## src/rtl/pbw_pkg.sv

```systemverilog
// Shared types, constants and helper functions for the packed bitmap pixel writer.
// Used by pbw_front, pbw_fifo, pbw_back and packed_bitmap_pixel_writer.
`timescale 1ns / 1ps

package pbw_pkg;

  localparam int ADDR_BITS  = 24;
  localparam int MAX_DIM    = 4096;
  localparam int DIM_W      = 13;
  localparam int POS_W      = 12;
  localparam int OUT_ADDR_W = 24;
  localparam int CFG_DATA_W = 24;
  localparam int CFG_IDX_W  = 3;
  // Queue depth between front and back, at least 2
  localparam int Q_DEPTH    = 4;
  localparam int Q_AW       = $clog2(Q_DEPTH);

  localparam logic [31:0] ALPHA_OPAQUE = 32'hFF00_0000;
  localparam logic [31:0] FULL_MASK    = 32'hFFFF_FFFF;
  localparam logic [23:0] RGB_MASK     = 24'hFF_FFFF;
  localparam logic [4:0]  OFF_MASK     = 5'h1f;

  localparam logic OP_SET_POS = 1'b0;
  localparam logic OP_WRITE   = 1'b1;

  typedef enum logic [2:0] {
    MODE_1BPP      = 3'd0,
    MODE_2BPP      = 3'd1,
    MODE_4BPP      = 3'd2,
    MODE_8BPP      = 3'd3,
    MODE_16BPP     = 3'd4,
    MODE_24BPP     = 3'd5,
    MODE_32_OPAQUE = 3'd6,
    MODE_32_ALPHA  = 3'd7
  } mode_e;

  typedef enum logic [1:0] {
    KIND_WRITE   = 2'd0,
    KIND_POS_OK  = 2'd1,
    KIND_POS_BAD = 2'd2
  } kind_e;

  typedef enum logic [CFG_IDX_W-1:0] {
    CFG_MODE   = 3'd0,
    CFG_WIDTH  = 3'd1,
    CFG_HEIGHT = 3'd2,
    CFG_PITCH  = 3'd3,
    CFG_BASE   = 3'd4
  } cfg_idx_e;

  typedef struct packed {
    logic             operation;
    logic [POS_W-1:0] pos_x;
    logic [POS_W-1:0] pos_y;
    logic [31:0]      pixel_value;
    logic             run_end;
  } pix_in_t;

  typedef struct packed {
    kind_e                 kind;
    logic [OUT_ADDR_W-1:0] word_address;
    logic [31:0]           write_data;
    logic [31:0]           write_mask;
    logic                  run_done;
    logic                  last;
  } pix_out_t;

  // Classified word handed from front to back
  typedef struct packed {
    kind_e                kind;
    logic [ADDR_BITS-1:0] addr;
    logic [4:0]           off;
    mode_e                mode;
    logic [31:0]          value;
    logic                 done;
  } cmd_t;

  function automatic logic [DIM_W-1:0] clamp_dim(input logic [DIM_W-1:0] v);
    if (32'(v) > MAX_DIM) begin
      return DIM_W'(MAX_DIM);
    end
    return v;
  endfunction

  // Value mask of the packed modes
  function automatic logic [31:0] pix_mask(input mode_e m);
    logic [31:0] r;
    case (m)
      MODE_1BPP:  r = 32'h0000_0001;
      MODE_2BPP:  r = 32'h0000_0003;
      MODE_4BPP:  r = 32'h0000_000F;
      MODE_8BPP:  r = 32'h0000_00FF;
      MODE_16BPP: r = 32'h0000_FFFF;
      default:    r = 32'h0000_0000;
    endcase
    return r;
  endfunction

endpackage

```

## src/rtl/pbw_front.sv

```systemverilog
// Front end: configuration registers, position state and item classification.
// Depends on pbw_pkg; pushes one cmd_t word per accepted item into pbw_fifo.
`timescale 1ns / 1ps

module pbw_front (
  input  logic                           clk_i,
  input  logic                           rst_ni,
  input  logic                           cfg_we_i,
  input  logic [pbw_pkg::CFG_IDX_W-1:0]  cfg_index_i,
  input  logic [pbw_pkg::CFG_DATA_W-1:0] cfg_wdata_i,
  input  logic                           in_valid_i,
  input  pbw_pkg::pix_in_t               in_data_i,
  input  logic                           q_full_i,
  output logic                           in_stall_o,
  output logic                           push_o,
  output pbw_pkg::cmd_t                  cmd_o
);

  pbw_pkg::mode_e                   mode_q;
  logic [pbw_pkg::DIM_W-1:0]        width_q, height_q, pitch_q;
  logic [pbw_pkg::CFG_DATA_W-1:0]   base_q;

  logic [pbw_pkg::ADDR_BITS-1:0]    addr_q, addr_d;
  logic [4:0]                       off_q, off_d;
  logic [pbw_pkg::DIM_W-1:0]        col_q, col_d, row_q, row_d;

  logic [pbw_pkg::DIM_W-1:0]        clamp_w, clamp_h, col_inc;
  logic                             pos_bad, packed_mode;
  logic [2*pbw_pkg::DIM_W-2:0]      line_off;
  logic [pbw_pkg::POS_W-1:0]        x, y, x_words;
  logic [pbw_pkg::POS_W+4:0]        x_bits;
  logic [pbw_pkg::POS_W+1:0]        x_bytes;
  logic [4:0]                       new_off;
  logic [pbw_pkg::ADDR_BITS-1:0]    new_addr;
  logic [5:0]                       adv, off_sum;

  always_ff @(posedge clk_i or negedge rst_ni) begin
    if (!rst_ni) begin
      mode_q   <= pbw_pkg::MODE_8BPP;
      width_q  <= pbw_pkg::DIM_W'(1);
      height_q <= pbw_pkg::DIM_W'(1);
      pitch_q  <= pbw_pkg::DIM_W'(1);
      base_q   <= '0;
    end else if (cfg_we_i) begin
      case (cfg_index_i)
        pbw_pkg::CFG_MODE:   mode_q   <= pbw_pkg::mode_e'(cfg_wdata_i[2:0]);
        pbw_pkg::CFG_WIDTH:  width_q  <= cfg_wdata_i[pbw_pkg::DIM_W-1:0];
        pbw_pkg::CFG_HEIGHT: height_q <= cfg_wdata_i[pbw_pkg::DIM_W-1:0];
        pbw_pkg::CFG_PITCH:  pitch_q  <= cfg_wdata_i[pbw_pkg::DIM_W-1:0];
        pbw_pkg::CFG_BASE:   base_q   <= cfg_wdata_i;
        default: ;
      endcase
    end
  end

  assign in_stall_o = q_full_i;
  assign push_o     = in_valid_i && !q_full_i;
  assign x          = in_data_i.pos_x;
  assign y          = in_data_i.pos_y;

  always_comb begin
    clamp_w     = pbw_pkg::clamp_dim(width_q);
    clamp_h     = pbw_pkg::clamp_dim(height_q);
    pos_bad     = ({1'b0, x} >= clamp_w) || ({1'b0, y} >= clamp_h);
    line_off    = (2*pbw_pkg::DIM_W-1)'(pitch_q) * (2*pbw_pkg::DIM_W-1)'(y);
    packed_mode = (mode_q <= pbw_pkg::MODE_16BPP);
    x_bits      = (pbw_pkg::POS_W+5)'(x) << mode_q;
    x_bytes     = {2'b00, x} + {1'b0, x, 1'b0};

    if (packed_mode) begin
      x_words = x >> (3'd5 - mode_q);
      new_off = x_bits[4:0];
    end else if (mode_q == pbw_pkg::MODE_24BPP) begin
      x_words = x_bytes[pbw_pkg::POS_W+1:2];
      new_off = {x_bytes[1:0], 3'b000};
    end else begin
      x_words = x;
      new_off = '0;
    end
    new_addr = pbw_pkg::ADDR_BITS'(base_q) + pbw_pkg::ADDR_BITS'(line_off)
             + pbw_pkg::ADDR_BITS'(x_words);

    // Bit advance of one pixel; whole-word modes step the address only
    if (packed_mode) begin
      adv = 6'd1 << mode_q;
    end else if (mode_q == pbw_pkg::MODE_24BPP) begin
      adv = 6'd24;
    end else begin
      adv = 6'd0;
    end
    off_sum = {1'b0, off_q} + adv;
    col_inc = col_q + pbw_pkg::DIM_W'(1);

    addr_d = addr_q;
    off_d  = off_q;
    col_d  = col_q;
    row_d  = row_q;

    cmd_o.kind  = pbw_pkg::KIND_WRITE;
    cmd_o.addr  = addr_q;
    cmd_o.off   = off_q;
    cmd_o.mode  = mode_q;
    cmd_o.value = in_data_i.pixel_value;
    cmd_o.done  = in_data_i.run_end;

    if (in_data_i.operation == pbw_pkg::OP_SET_POS) begin
      cmd_o.off = '0;
      if (pos_bad) begin
        cmd_o.kind = pbw_pkg::KIND_POS_BAD;
        cmd_o.addr = '0;
      end else begin
        cmd_o.kind = pbw_pkg::KIND_POS_OK;
        cmd_o.addr = new_addr;
        addr_d     = new_addr;
        off_d      = new_off;
        col_d      = {1'b0, x};
        row_d      = {1'b0, y};
      end
    end else begin
      if (packed_mode || mode_q == pbw_pkg::MODE_24BPP) begin
        addr_d = addr_q + pbw_pkg::ADDR_BITS'(off_sum[5]);
        off_d  = off_sum[4:0] & pbw_pkg::OFF_MASK;
      end else begin
        addr_d = addr_q + pbw_pkg::ADDR_BITS'(1);
      end
      // Wrap to the next row at the width
      if (col_inc >= clamp_w) begin
        col_d = '0;
        row_d = row_q + pbw_pkg::DIM_W'(1);
      end else begin
        col_d = col_inc;
      end
    end
  end

  always_ff @(posedge clk_i or negedge rst_ni) begin
    if (!rst_ni) begin
      addr_q <= '0;
      off_q  <= '0;
      col_q  <= '0;
      row_q  <= '0;
    end else if (push_o) begin
      addr_q <= addr_d;
      off_q  <= off_d;
      col_q  <= col_d;
      row_q  <= row_d;
    end
  end

endmodule

```

## src/rtl/pbw_fifo.sv

```systemverilog
// Short queue of classified words between the front and the back end.
// Depends on pbw_pkg for cmd_t and the queue depth.
`timescale 1ns / 1ps

module pbw_fifo (
  input  logic          clk_i,
  input  logic          rst_ni,
  input  logic          push_i,
  input  pbw_pkg::cmd_t push_data_i,
  input  logic          pop_i,
  output logic          full_o,
  output logic          empty_o,
  output pbw_pkg::cmd_t head_o
);

  pbw_pkg::cmd_t              mem_q [pbw_pkg::Q_DEPTH];
  logic [pbw_pkg::Q_AW-1:0]   wr_ptr_q, wr_ptr_d, rd_ptr_q, rd_ptr_d;
  logic [pbw_pkg::Q_AW:0]     count_q, count_d;

  assign full_o  = (count_q == (pbw_pkg::Q_AW+1)'(pbw_pkg::Q_DEPTH));
  assign empty_o = (count_q == '0);
  assign head_o  = mem_q[rd_ptr_q];

  always_comb begin
    wr_ptr_d = wr_ptr_q;
    rd_ptr_d = rd_ptr_q;
    if (push_i) begin
      wr_ptr_d = (wr_ptr_q == pbw_pkg::Q_AW'(pbw_pkg::Q_DEPTH-1)) ? '0
               : wr_ptr_q + pbw_pkg::Q_AW'(1);
    end
    if (pop_i) begin
      rd_ptr_d = (rd_ptr_q == pbw_pkg::Q_AW'(pbw_pkg::Q_DEPTH-1)) ? '0
               : rd_ptr_q + pbw_pkg::Q_AW'(1);
    end
    count_d = count_q + (pbw_pkg::Q_AW+1)'(push_i) - (pbw_pkg::Q_AW+1)'(pop_i);
  end

  always_ff @(posedge clk_i or negedge rst_ni) begin
    if (!rst_ni) begin
      wr_ptr_q <= '0;
      rd_ptr_q <= '0;
      count_q  <= '0;
    end else begin
      wr_ptr_q <= wr_ptr_d;
      rd_ptr_q <= rd_ptr_d;
      count_q  <= count_d;
    end
  end

  always_ff @(posedge clk_i) begin
    if (push_i) begin
      mem_q[wr_ptr_q] <= push_data_i;
    end
  end

`ifndef SYNTHESIS
  a_no_push_full: assert property (@(posedge clk_i) disable iff (!rst_ni)
    full_o |-> !push_i)
    else $error("push into full queue");
  a_no_pop_empty: assert property (@(posedge clk_i) disable iff (!rst_ni)
    empty_o |-> !pop_i)
    else $error("pop from empty queue");
  a_count_range: assert property (@(posedge clk_i) disable iff (!rst_ni)
    count_q <= (pbw_pkg::Q_AW+1)'(pbw_pkg::Q_DEPTH))
    else $error("queue count out of range");
`endif

endmodule

```

## src/rtl/pbw_back.sv

```systemverilog
// Back end: turns queued words into masked write words and position reports.
// Depends on pbw_pkg; a straddling 24-bit pixel is split into two output words.
`timescale 1ns / 1ps

module pbw_back (
  input  logic              clk_i,
  input  logic              rst_ni,
  input  logic              q_empty_i,
  input  pbw_pkg::cmd_t     head_i,
  output logic              pop_o,
  output logic              out_valid_o,
  input  logic              out_stall_i,
  output pbw_pkg::pix_out_t out_data_o
);

  logic              out_vld_q, out_vld_d;
  pbw_pkg::pix_out_t out_q, out_d;
  logic              half2_q, half2_d;
  pbw_pkg::cmd_t     hold_q;

  logic              can_load, straddle;
  logic [31:0]       pm, rgb;
  logic [5:0]        hi_shift;
  pbw_pkg::pix_out_t first_w, second_w;

  assign can_load    = !out_vld_q || !out_stall_i;
  assign out_valid_o = out_vld_q;
  assign out_data_o  = out_q;

  always_comb begin
    // First (or only) word of the head entry
    pm       = pbw_pkg::pix_mask(head_i.mode);
    rgb      = 32'(head_i.value[23:0]);
    straddle = (head_i.kind == pbw_pkg::KIND_WRITE)
            && (head_i.mode == pbw_pkg::MODE_24BPP) && (head_i.off > 5'd8);

    first_w.kind         = head_i.kind;
    first_w.word_address = pbw_pkg::OUT_ADDR_W'(head_i.addr);
    first_w.write_data   = '0;
    first_w.write_mask   = '0;
    first_w.run_done     = head_i.done;
    first_w.last         = 1'b1;
    if (head_i.kind == pbw_pkg::KIND_WRITE) begin
      case (head_i.mode)
        pbw_pkg::MODE_24BPP: begin
          first_w.write_data = rgb << head_i.off;
          if (straddle) begin
            first_w.write_mask = pbw_pkg::FULL_MASK << head_i.off;
            first_w.run_done   = 1'b0;
            first_w.last       = 1'b0;
          end else begin
            first_w.write_mask = 32'(pbw_pkg::RGB_MASK) << head_i.off;
          end
        end
        pbw_pkg::MODE_32_OPAQUE: begin
          first_w.write_data = head_i.value | pbw_pkg::ALPHA_OPAQUE;
          first_w.write_mask = pbw_pkg::FULL_MASK;
        end
        pbw_pkg::MODE_32_ALPHA: begin
          first_w.write_data = head_i.value;
          first_w.write_mask = pbw_pkg::FULL_MASK;
        end
        default: begin
          first_w.write_data = (head_i.value & pm) << head_i.off;
          first_w.write_mask = pm << head_i.off;
        end
      endcase
    end

    // High part of a straddling pixel goes into the next word
    hi_shift                = 6'd32 - {1'b0, hold_q.off};
    second_w.kind           = pbw_pkg::KIND_WRITE;
    second_w.word_address   = pbw_pkg::OUT_ADDR_W'(hold_q.addr + pbw_pkg::ADDR_BITS'(1));
    second_w.write_data     = 32'(hold_q.value[23:0]) >> hi_shift;
    second_w.write_mask     = 32'(pbw_pkg::RGB_MASK) >> hi_shift;
    second_w.run_done       = hold_q.done;
    second_w.last           = 1'b1;

    pop_o     = 1'b0;
    out_vld_d = out_vld_q;
    out_d     = out_q;
    half2_d   = half2_q;
    if (can_load) begin
      if (half2_q) begin
        out_vld_d = 1'b1;
        out_d     = second_w;
        half2_d   = 1'b0;
      end else if (!q_empty_i) begin
        pop_o     = 1'b1;
        out_vld_d = 1'b1;
        out_d     = first_w;
        half2_d   = straddle;
      end else begin
        out_vld_d = 1'b0;
      end
    end
  end

  always_ff @(posedge clk_i or negedge rst_ni) begin
    if (!rst_ni) begin
      out_vld_q <= 1'b0;
      half2_q   <= 1'b0;
    end else begin
      out_vld_q <= out_vld_d;
      half2_q   <= half2_d;
    end
  end

  always_ff @(posedge clk_i) begin
    out_q <= out_d;
    if (pop_o) begin
      hold_q <= head_i;
    end
  end

`ifndef SYNTHESIS
  a_half2_is_24bpp: assert property (@(posedge clk_i) disable iff (!rst_ni)
    half2_q |-> (hold_q.mode == pbw_pkg::MODE_24BPP) && (hold_q.kind == pbw_pkg::KIND_WRITE))
    else $error("second half pending for a non-straddling word");
  a_first_half_pending: assert property (@(posedge clk_i) disable iff (!rst_ni)
    (out_vld_q && !out_q.last) |-> half2_q)
    else $error("low part shown without high part pending");
  a_second_follows: assert property (@(posedge clk_i) disable iff (!rst_ni)
    (out_vld_q && !out_stall_i && !out_q.last) |=> (out_vld_q && out_q.last))
    else $error("high part of straddling pixel did not follow");
`endif

endmodule

```

## src/rtl/packed_bitmap_pixel_writer.sv

```systemverilog
// Top level of the packed bitmap pixel writer: front end, queue and back end.
// Depends on pbw_pkg, pbw_front, pbw_fifo and pbw_back.
//
//   channel  | handshake                 | payload
//   ---------+---------------------------+----------------------------------
//   input    | in_valid_i / in_stall_o   | in_data_i  (pbw_pkg::pix_in_t)
//   output   | out_valid_o / out_stall_i | out_data_o (pbw_pkg::pix_out_t)
//   config   | cfg_we_i                  | cfg_index_i, cfg_wdata_i
//
// One input word per cycle while the queue is not full; a straddling 24-bit pixel
// gives two output words, all others give one. Each item passes through the 4-entry
// queue register, then the output register. Position math uses one 13x12 multiplier.
// Reset clears position state, the queue and the output valid flag, and loads
// the configuration reset values. Input stalls only while the queue is full.
`timescale 1ns / 1ps

module packed_bitmap_pixel_writer (
  input  logic                           clk_i,
  input  logic                           rst_ni,
  input  logic                           cfg_we_i,
  input  logic [pbw_pkg::CFG_IDX_W-1:0]  cfg_index_i,
  input  logic [pbw_pkg::CFG_DATA_W-1:0] cfg_wdata_i,
  input  logic                           in_valid_i,
  output logic                           in_stall_o,
  input  pbw_pkg::pix_in_t               in_data_i,
  output logic                           out_valid_o,
  input  logic                           out_stall_i,
  output pbw_pkg::pix_out_t              out_data_o
);

  logic          push, pop, q_full, q_empty;
  pbw_pkg::cmd_t push_cmd, head_cmd;

  pbw_front u_front (
    .clk_i       (clk_i),
    .rst_ni      (rst_ni),
    .cfg_we_i    (cfg_we_i),
    .cfg_index_i (cfg_index_i),
    .cfg_wdata_i (cfg_wdata_i),
    .in_valid_i  (in_valid_i),
    .in_data_i   (in_data_i),
    .q_full_i    (q_full),
    .in_stall_o  (in_stall_o),
    .push_o      (push),
    .cmd_o       (push_cmd)
  );

  pbw_fifo u_fifo (
    .clk_i       (clk_i),
    .rst_ni      (rst_ni),
    .push_i      (push),
    .push_data_i (push_cmd),
    .pop_i       (pop),
    .full_o      (q_full),
    .empty_o     (q_empty),
    .head_o      (head_cmd)
  );

  pbw_back u_back (
    .clk_i       (clk_i),
    .rst_ni      (rst_ni),
    .q_empty_i   (q_empty),
    .head_i      (head_cmd),
    .pop_o       (pop),
    .out_valid_o (out_valid_o),
    .out_stall_i (out_stall_i),
    .out_data_o  (out_data_o)
  );

endmodule
```

## config.mk

```make
export PLATFORM = sky130hd
export DESIGN_NAME = packed_bitmap_pixel_writer
export DESIGN_NICKNAME = d
export VERILOG_FILES = /design/src/rtl/pbw_pkg.sv /design/src/rtl/pbw_front.sv /design/src/rtl/pbw_fifo.sv /design/src/rtl/pbw_back.sv /design/src/rtl/packed_bitmap_pixel_writer.sv
export SDC_FILE = /design/constraint.sdc
export NUM_CORES = 1
export LEC_CHECK = 0
export BUFFER_PORTS_ARGS = -buffer_cell sky130_fd_sc_hd__buf_2
export CORE_MARGIN = 2
export CORE_UTILIZATION = 58
export CTS_BUF_LIST = sky130_fd_sc_hd__clkbuf_8
export DETAILED_ROUTE_END_ITERATION = 16
export HOLD_SLACK_MARGIN = 0.15
export PLACE_DENSITY = 0.79
export SYNTH_ARGS = -nofsm -noshare
export SYNTH_HDL_FRONTEND = slang
export SYNTH_SLANG_ARGS = --single-unit
```

## constraint.sdc

```tcl
create_clock -name clk_i -period 6.7 [get_ports clk_i]
set_clock_uncertainty 0.2 [all_clocks]
set_input_delay 0 -clock clk_i [delete_from_list [all_inputs] [get_ports clk_i]]
set_output_delay 0 -clock clk_i [all_outputs]
set_load 0.005 [all_outputs]
```

==> run_results.csv <==
group,metric,value,unit
status,status,"completed",
floorplanning,die_h,238.6,microns
clock_tree,clk_pin_slew,0.07,ns
floorplanning,start_util,58.30,%
global_route,grt_pass1_vias,24602,
sta,fin_crit,6.498,ns
synth,yosys-top-cells-area,"edfxtp_1, fa_1, dfrtp_1",
worst_setup_path,startpoint_type,"input port",
worst_hold_path,hp-class,"input port to asynchronous set/reset pin",
global_route,grt_pass1_wl,136.0,mm
global_route,grt_max_degree,83,
final_layout,final_util,68.38,%
global_route,overflow,0,
synth,yosysMostFrequentCell,"edfxtp_1",
final_layout,drive_gt1_share,19.88,%
route,vias_per_cell,6.164,
flow_run,max-cap-violations,0,
route,top_layer,"met4",
sta,slew_viol_final,0,
floorplanning,fp.dieW,238.6,microns
sta,timing.hold.ws,0.2041,ns
route,drc,0,
synth,synth_cells,2775,
synth,yosys_warnings,0,
synth,yosys.area.top_type_share,38.93,%
final_layout,final_nets,3524,
sta,finalWorstSetupSlack,0.2015,ns
route,dr_wl_met3,8.084,mm
place,pre_cts_slack,-0.7951,ns
final_layout,syn2layout_area_growth,17.28,%
synth,ys_seq_elements,518,
sta,fin_tns_setup,0,ns
sta,tightest_slew,1.014,ns
floorplanning,coreArea,54770,sq um
floorplanning,dieArea,56950,sq um
synth,synth_cell_type_count,91,
route,wl_per_cell,22.13,microns
route,vias,24263,
synth,synth-compound-area-share,11.16,%
synth,yosysTopAreaCell,"edfxtp_1",
synth,synth_adder_area_share,14.34,%
clock_tree,root_buffer,"clkbuf_8",
synth,synthTopCellsByCount,"edfxtp_1, nand2_1, inv_1, o21ai_0, a21oi_1",
route,wirelength,87.09,mm
worst_setup_path,slowest_delay,0.55,ns
worst_setup_path,worstPathArrival,6.72,ns
worst_setup_path,crit_buf_inv,8,
floorplanning,io_pins,184,
synth,synth_top_family_by_area,"adder cells",
route,ant_nets,0,
route,drt-pass1-iter-count,8,
synth,yosysSeqAreaShare,47.10,%
clock_tree,cts_made_buffers,85,
floorplanning,rows,86,
route,met1_length,35.18,mm
worst_setup_path,crit_slowest_cell,"fa_1",
sta,maxSlewHeadroom,32.38,%
global_route,grt_use_total,30.84,%
worst_setup_path,path_max_fanout,4,
sta,fin_crit_sh,96.99,%
clock_tree,cts_sinks,518,
worst_setup_path,worst_setup_path_end_kind,"register",
synth,synthFlopType,"edfxtp_1",
synth,synthXorXnorAreaFrac,1.838,%
sta,setup_viol,0,
worst_setup_path,worst-setup-path-type,"input port to register",
place,routabilityCongestion,0.9507,
global_route,antenna_found_initial,2,
worst_setup_path,crit_path_frequent_cell,"fa_1",
synth,synthArstFlopShare,20.08,%
synth,synth-edff-count,414,
clock_tree,clk_latency,0.73,ns
clock_tree,cts_max_level,3,
place,port_buffers,183,
synth,synth_area,31930,sq um
sta,fmax,0.1539,GHz
synth,yosys.area_share.simple,10.98,%
worst_setup_path,path_delay_family,"adder cells",
synth,synth.avg_cell_area,11.51,sq um
clock_tree,clockBufferDepth,3,
route,route.met2.wl,41.17,mm
synth,synthMuxAreaShare,9.823,%
route,drt-initial-drc-count,2807,
clock_tree,cts_tree,"done",
synth,syn-num-nets,3142,
place,dpl.hpwl,59.04,mm
worst_setup_path,cp.required,6.92,ns
sta,report.final.hold_viol_count,0,
sequential cells by signal (all words and copies together), names as in the netlist, 2 cells and up:
signal and count:
u_fifo.mem_q 268, u_back.out_data_o 92, u_back.hold_q 54, u_front.addr_q 24, u_front.base_q 24, u_front.height_q 13, u_front.pitch_q 13, u_front.width_q 13
u_front.off_q 5, u_fifo.count_q 3, u_front.mode_q 3, u_fifo.rd_ptr_q 2, u_fifo.wr_ptr_q 2
layer usage:
metal	global-route usage (%)	up-vias
met1	42.81	11896
met3	5.185	208
met2	49.08	1361
met4	11.95	0
li1	-	10798
met5	0	-
cells by family after synthesis:
logic type | count (synthesis)
mux | 211
fa+ha+maj | 281
simple gates | 762
compound gates | 564
buf+inv | 372
flops | 518
xor+xnor | 67
cell type report:
type | count | area [sq um]
Antenna cell | 2 | 5.005
Clock buffer | 93 | 1280
Clock inverter | 67 | 426.7
Fill cell | 3828 | 17320
Inverter | 210 | 788.3
Multi-Input combinational cell | 1885 | 15600
Sequential cell | 518 | 15050
Tap cell | 704 | 880.8
Timing Repair Buffer | 457 | 3418
stage by stage:
stage / std cells / cell area, sq um
global placement: 3608 / 33880
global route: 3936 / 37450
floorplan: 2775 / 31950
detailed placement: 3608 / 33880
CTS: 3932 / 37270
finish: 3936 / 37450
worst register-to-register path, delay by kind of cell (launching register included):
kind                     cells  cell delay [ns]
AO/OA/AOI/OAI                5             0.72
XOR/XNOR                     1             0.19
adder cells (fa/ha/maj)      6             2.84
buffers and inverters        7             0.69
flip-flops                   1             0.57
multiplexers                 1             0.37
AND/OR/NAND/NOR              5             0.60
placed cells by master, fill, tap and decap left out, types with 47 or more instances in the layout:
master	netlist	layout
edfxtp_1	414	414
nand2_1	332	331
inv_1	205	233
buf_2	34	182
dlygate4sd3_1	0	163
o21ai_0	168	157
fa_1	143	142
nor2_1	138	137
a21oi_1	144	136
ha_1	134	130
buf_4	3	108
dfrtp_1	99	96
clkbuf_8	0	93
nand3_1	77	76
mux2_2	75	75
mux4_2	74	74
mux2i_1	61	58
and2_1	62	58
xnor2_1	47	47
path summary, 6_finish.rpt:
| check | start | end | slack (ns) | cells past startpoint |
|---|---|---|---|---|
| max reg2reg | u_front.mode_q[1] | u_fifo.mem_q[1][62] | 0.25 | 25 |
| max | in_data_i[46] | u_fifo.mem_q[0][61] | 0.20 | 33 |
| min in group clk_i | in_data_i[44] | u_front.addr_q[23] | 0.29 | 7 |
| min | rst_ni | u_front.addr_q[13] | 0.20 | 4 |
| max in group asynchronous | rst_ni | u_front.off_q[0] | 5.22 | 4 |
| min reg2reg | u_front.width_q[3] | u_front.width_q[3] | 0.31 | 1 |
timing repair:
| item | CTS | global route |
|---|---|---|
| gates cloned | 0 | 0 |
| resized for setup | 6 | 39 |
| setup buffers | 0 | 2 |
| endpoints found under the setup margin | 4 | 66 |
| hold buffers | 164 | 0 |
| pin swaps | 3 | 10 |
| hold endpoints to repair | 542 | 0 |
Power is not shown: default switching activity piles up to over one toggle a cycle in this logic, so the estimate is an artifact.
